## src/sv/spq_pkg.sv

```systemverilog
`default_nettype none
package spq_pkg;

    localparam int unsigned CAPACITY_DEF = 16;
    localparam int unsigned ID_W         = 16;
    localparam int unsigned KEY_W        = 32;

    localparam logic ACT_INSERT = 1'b0;
    localparam logic ACT_REMOVE = 1'b1;

    typedef enum logic [1:0] {
        ST_OK    = 2'd0,
        ST_EMPTY = 2'd1,
        ST_FULL  = 2'd2
    } t_status;

    typedef struct packed {
        logic                    action;
        logic [ID_W-1:0]         entry_id;
        logic signed [KEY_W-1:0] entry_key;
    } t_in_beat;

    typedef struct packed {
        logic [ID_W-1:0] removed_id;
        t_status         status;
        logic            now_empty;
    } t_out_beat;

    typedef struct packed {
        logic [ID_W-1:0]         id;
        logic signed [KEY_W-1:0] key;
    } t_entry;

    // Chain-wide command for one cycle.
    typedef struct packed {
        logic shift_in;   // insert: open a slot and place the new entry
        logic shift_out;  // remove: everything moves one cell toward the head
    } t_cell_ctl;

endpackage
`default_nettype wire

```

## src/sv/sorted_priority_queue_top.sv

```systemverilog
// Sorted min-priority queue built as a row of entry cells.
// The result beat appears in the cycle after the input beat is taken.
// Throughput: one insert or remove per cycle unless the output stalls; every
// cell updates in parallel; each cell's compare to the new key sets cycle time.
// Reset (synchronous, active low) empties the queue and drops the output valid.
`default_nettype none
module sorted_priority_queue_top #(
    parameter int unsigned CAPACITY = spq_pkg::CAPACITY_DEF
) (
    input  wire logic              i_clk,
    input  wire logic              i_rst_n,
    input  wire logic              i_in_valid,
    output logic                   o_in_ready,
    input  wire spq_pkg::t_in_beat i_in_data,
    output logic                   o_out_valid,
    input  wire logic              i_out_ready,
    output spq_pkg::t_out_beat     o_out_data
);
    import spq_pkg::*;

    localparam int unsigned CNT_W = $clog2(CAPACITY + 1);

    logic [CNT_W-1:0] r_count;
    logic [CNT_W-1:0] n_count;
    logic             r_out_valid;
    t_out_beat        r_out_data;
    t_out_beat        n_out_data;

    logic      accept;
    logic      is_full;
    logic      is_empty;
    t_cell_ctl ctl;
    t_entry    new_entry;
    t_entry    cell_entry [CAPACITY];
    logic      cell_push  [CAPACITY];

    assign o_in_ready  = !r_out_valid || i_out_ready;
    assign accept      = i_in_valid && o_in_ready;
    assign o_out_valid = r_out_valid;
    assign o_out_data  = r_out_data;

    assign is_full  = (r_count == CNT_W'(CAPACITY));
    assign is_empty = (r_count == '0);

    assign new_entry.id  = i_in_data.entry_id;
    assign new_entry.key = i_in_data.entry_key;

    assign ctl.shift_in  = accept && (i_in_data.action == ACT_INSERT) && !is_full;
    assign ctl.shift_out = accept && (i_in_data.action == ACT_REMOVE) && !is_empty;

    for (genvar g = 0; g < CAPACITY; g++) begin : g_cell
        t_entry left_entry;
        t_entry right_entry;
        logic   left_push;
        logic   valid;

        assign valid = (r_count > CNT_W'(g));

        if (g == 0) begin : g_head
            assign left_entry = new_entry;
            assign left_push  = 1'b0;
        end else begin : g_body
            assign left_entry = cell_entry[g-1];
            assign left_push  = cell_push[g-1];
        end

        // The tail takes filler on a remove; the count marks it free anyway.
        if (g == CAPACITY - 1) begin : g_tail
            assign right_entry = cell_entry[g];
        end else begin : g_mid
            assign right_entry = cell_entry[g+1];
        end

        spq_cell u_cell (
            .i_clk       (i_clk),
            .i_ctl       (ctl),
            .i_new       (new_entry),
            .i_left      (left_entry),
            .i_right     (right_entry),
            .i_left_push (left_push),
            .i_valid     (valid),
            .o_entry     (cell_entry[g]),
            .o_push      (cell_push[g])
        );
    end

    always_comb begin
        n_count               = r_count;
        n_out_data.removed_id = '0;
        n_out_data.status     = ST_OK;
        n_out_data.now_empty  = 1'b0;
        unique case (i_in_data.action)
            ACT_INSERT: begin
                if (is_full) begin
                    n_out_data.status = ST_FULL;
                end else begin
                    n_count = r_count + CNT_W'(1);
                end
            end
            ACT_REMOVE: begin
                if (is_empty) begin
                    n_out_data.status    = ST_EMPTY;
                    n_out_data.now_empty = 1'b1;
                end else begin
                    n_count               = r_count - CNT_W'(1);
                    n_out_data.removed_id = cell_entry[0].id;
                    n_out_data.now_empty  = (r_count == CNT_W'(1));
                end
            end
            default: begin
                n_count = r_count;
            end
        endcase
    end

    always_ff @(posedge i_clk) begin
        if (!i_rst_n) begin
            r_count     <= '0;
            r_out_valid <= 1'b0;
        end else begin
            if (accept) begin
                r_count     <= n_count;
                r_out_valid <= 1'b1;
            end else if (i_out_ready) begin
                r_out_valid <= 1'b0;
            end
        end
    end

    // Hold the result beat until the consumer takes it.
    always_ff @(posedge i_clk) begin
        if (accept) begin
            r_out_data <= n_out_data;
        end
    end

endmodule
`default_nettype wire

```

## src/sv/spq_cell.sv

```systemverilog
`default_nettype none
module spq_cell (
    input  wire logic              i_clk,
    input  wire spq_pkg::t_cell_ctl i_ctl,
    input  wire spq_pkg::t_entry   i_new,
    input  wire spq_pkg::t_entry   i_left,
    input  wire spq_pkg::t_entry   i_right,
    input  wire logic              i_left_push,
    input  wire logic              i_valid,
    output spq_pkg::t_entry        o_entry,
    output logic                   o_push
);
    import spq_pkg::*;

    t_entry r_entry;
    t_entry n_entry;

    // Push when this slot is free or holds a key not below the new one,
    // so the new entry lands ahead of equal keys.
    assign o_push  = !i_valid || (r_entry.key >= i_new.key);
    assign o_entry = r_entry;

    always_comb begin
        n_entry = r_entry;
        priority if (i_ctl.shift_out) begin
            n_entry = i_right;
        end else if (i_ctl.shift_in && o_push) begin
            n_entry = i_left_push ? i_left : i_new;
        end
    end

    always_ff @(posedge i_clk) begin
        r_entry <= n_entry;
    end

endmodule
`default_nettype wire
```

## config.mk

```make
export PLATFORM = sky130hd
export DESIGN_NAME = sorted_priority_queue_top
export DESIGN_NICKNAME = d
export VERILOG_FILES = /design/src/sv/spq_pkg.sv /design/src/sv/sorted_priority_queue_top.sv /design/src/sv/spq_cell.sv
export SDC_FILE = /design/constraint.sdc
export NUM_CORES = 2
export LEC_CHECK = 0
export ABC_AREA = 0
export BUFFER_PORTS_ARGS = -buffer_cell sky130_fd_sc_hd__buf_2
export CAP_MARGIN = 30
export CORE_MARGIN = 3
export CORE_UTILIZATION = 30
export CTS_CLUSTER_DIAMETER = 120
export DETAILED_ROUTE_END_ITERATION = 12
export PLACE_DENSITY = 0.42
export SYNTH_ARGS = -nofsm -noshare
export SYNTH_HDL_FRONTEND = slang
export SYNTH_SLANG_ARGS = --single-unit
```

## constraint.sdc

```tcl
create_clock -name i_clk -period 15.39 [get_ports i_clk]
set_clock_uncertainty 0.2 [all_clocks]
set_input_delay 0.7695 -clock i_clk [delete_from_list [all_inputs] [get_ports i_clk]]
set_output_delay 0.7695 -clock i_clk [all_outputs]
set_load 0.005 [all_outputs]
```

==> metrics <==
Sum Neg Setup Slack 0 ps; Pwr Density 152 nW/um^2; syn_area_per_cell 11.3 um^2; Skew-Pair Late Insertion Delay 730 ps; fin crit share 37.3%; Syn. warnings 0; CTS buffer count 100; met2 wire len 92700 um; Cells after DPL around 6300; largest net degree at the start of global routing approximately 190; TritonRoute pass-1 iters 5; Setup CP Type input pin to flip-flop; Worst Setup Start Kind input pin; non-filler cells, final about 6500; RSZ-0062 raised after global routing no; Cells after Synth 4251; NumNets Final 4783; gr ovfl total 0; max-slew violations 0; Top delay family on crit path buffers and inverters; TritonCTS Sinks 793; Slowest-stage cell, CP nor4b_4; commonest non-fill, non-tap cell in the layout edfxtp_1; vias in the first global route ~38000; CTS tree done; Core Footprint 159000 um^2; Cell variety after synth between 60 and 70; post-synthesis net count 4821; met3 wire length 13900 um; Hold Crit Class input pin to flip-flop; EDFF count, synth a little under 800; max incr delay on CP 960 ps; Setup Buffers After CTS 0; status completed; crit path cell chain buf_2 -> inv_1 -> ha_1 -> a21oi_1 -> o21ai_0 -> a311o_1 -> o21ai_0 -> nor4b_4 -> buf_4 -> nor2_4 -> buf_4 -> a221o_1; sequential area share after synthesis 49.2%; depth of the CTS H-tree 3; hold buffer count at cts 0; dpl hpwl 135000 um; Slew @ Worst Pin 1300 ps; initial drt markers 4521; maximum clock frequency 0.174 GHz; first-pass GRT wire length 289000 um; gr usage total 24.3%; CP Max Fanout 38; cell area after synthesis between 40000 and 50000 um^2; slack of the critical path 9640 ps; Final ANT Viol Nets 0; worst path bufs/invs 4; Ports 74; worst path required time approximately 16000 ps; most frequent cells in the layout edfxtp_1 (787), a221o_1 (636), nor2_1 (518), ha_1 (517), a21oi_1 (277); DIE HEIGHT about 410 um; die width 407 um; Post-CTS Resized 0; PortBufs 73; Final Hold Fails 0; Worst EP arrival about 6000 ps; Post-Place Setup Slack 8980 ps; Clock transition at path regs around 60 ps; static leakage 20.6 nW; max-cap viol count 0; CP endpoint kind flip-flop; root buf cell clkbuf_16; Fillers about 16000; Metal-1 WL 92100 um; highest routed layer met4; synth-to-layout area growth 12.6%; Tmin final 5750 ps; #FFs+latches synth 793; initial antenna violation count 15; relative slew slack 12.4%; Max Buffers Root-to-Sink 3; # setup viols final 0; vias 38800; main flop type after synthesis edfxtp_1; Via-to-Cell Ratio approximately 6; Cell Rows about 150; Routed WL 206000 um; layout cells sized above 1 9.43%; Initial Utilization 30.3%; die area 166000 um^2; residual DRC count 0; ys async rst share 0%; Worst VDD drop 109 uV; mean routed wirelength per cell 31.9 um; worst hold slack 102 ps; Placer Congestion 0.949
metrics by stage:
| step | total power, mW | util (%) | cell area (um^2) |
|---|---|---|---|
| 6_report | 8.25 | 34.2 | 54300 |
| 5_1_grt | 8.61 | 34.1 | 54300 |
| 4_1_cts | 8.27 | 34.1 | 54200 |
| 3_5_place_dp | 5.99 | 32.2 | 51200 |
| 3_3_place_gp | 5.94 | 32.1 | 51000 |
| 2_1_floorplan | 4.87 | - | 48200 |
state kept, by name, indices dropped and copies added, names as in the netlist:
| name | cells |
|---|---|
| o_out_data | 19 |
| g_cell.u_cell.o_entry | 768 |
| r_count | 5 |
| o_out_valid | 1 |
cells in the mapped netlist (all sizes together), types with 6 or more instances:
master | count | share of area [%]
a2bb2oi | 7 | 0.13
a21oi | 279 | 2.9
a2111oi | 11 | 0.20
ha | 517 | 13
edfxtp | 787 | 49
a211oi | 11 | 0.17
nand4b | 7 | 0.13
nand4 | 120 | 1.6
o21a | 24 | 0.37
mux2 | 48 | 1.1
and2 | 27 | 0.35
a31oi | 56 | 0.73
o2bb2ai | 9 | 0.16
a221o | 636 | 13
inv | 66 | 0.51
o211ai | 14 | 0.22
a21o | 30 | 0.47
nor4 | 29 | 0.41
dfxtp | 6 | 0.25
nor2b | 65 | 0.84
nand2 | 245 | 1.9
o21ai | 123 | 1.3
clkbuf | 240 | 1.9
nor2 | 523 | 4.1
buf | 78 | 0.82
nor3 | 26 | 0.27
or3 | 8 | 0.10
a21boi | 7 | 0.11
nand3 | 44 | 0.46
and3 | 148 | 1.9
per-layer routing:
layer	vias to the layer above	GRT usage (%)
met5	-	0
met4	0	8.15
met3	287	3.99
met2	1562	38.1
met1	19900	33.9
li1	17100	-
worst register-to-register path, cell delays in order, from the launching register on:
cell	delay, ps
dfxtp_1	410
inv_1	170
ha_1	210
nor4b_1	700
nor2_2	30
buf_4	240
nand2_4	370
buf_4	740
buf_12	490
and2_2	1130
buf_4	550
a221o_1	290
worst paths after layout:
path / depth (start not counted) / to / slack, ps / from
max: 12 / g_cell[11].u_cell.o_entry[17] / 9640 / i_in_data[17]
max reg2reg: 11 / g_cell[5].u_cell.o_entry[31] / 9700 / r_count[0]
min reg2reg: 2 / o_out_valid / 330 / o_out_valid
min: 3 / o_out_valid / 100 / i_in_valid
cell families (layout without fill, tap and decap cells):
family / after synthesis / after routing / synth area share [%]
AO/OA/AOI/OAI: 1241 / 1241 / 20.5
XOR/XNOR: 2 / 2 / 0.0363
adder cells (fa/ha/maj): 517 / 517 / 13.4
buffers and inverters: 385 / 429 / 3.21
flip-flops: 793 / 793 / 49.2
multiplexers: 50 / 50 / 1.16
other: 0 / 9 / 0
AND/OR/NAND/NOR: 1263 / 1263 / 12.4
report_power, final:
group	leakage [nW]	internal [mW]	switching (mW)
clock	1.47	1.23	1.03
combinational	11.6	0.912	1.68
sequential	7.49	3.03	0.362
total	20.6	5.18	3.08
final cells by class:
cell class	instances	area, um^2	area share, %
Sequential cell	793	23800	43.7
Multi-Input combinational cell	3073	23300	42.8
Tap cell	2146	2690	4.94
Clock buffer	122	2630	4.83
Timing Repair Buffer	178	1340	2.46
Clock inverter	62	389	0.716
Inverter	67	251	0.463
Antenna cell	9	22.5	0.0414
Note: power is estimated with default switching activity, not from simulation.
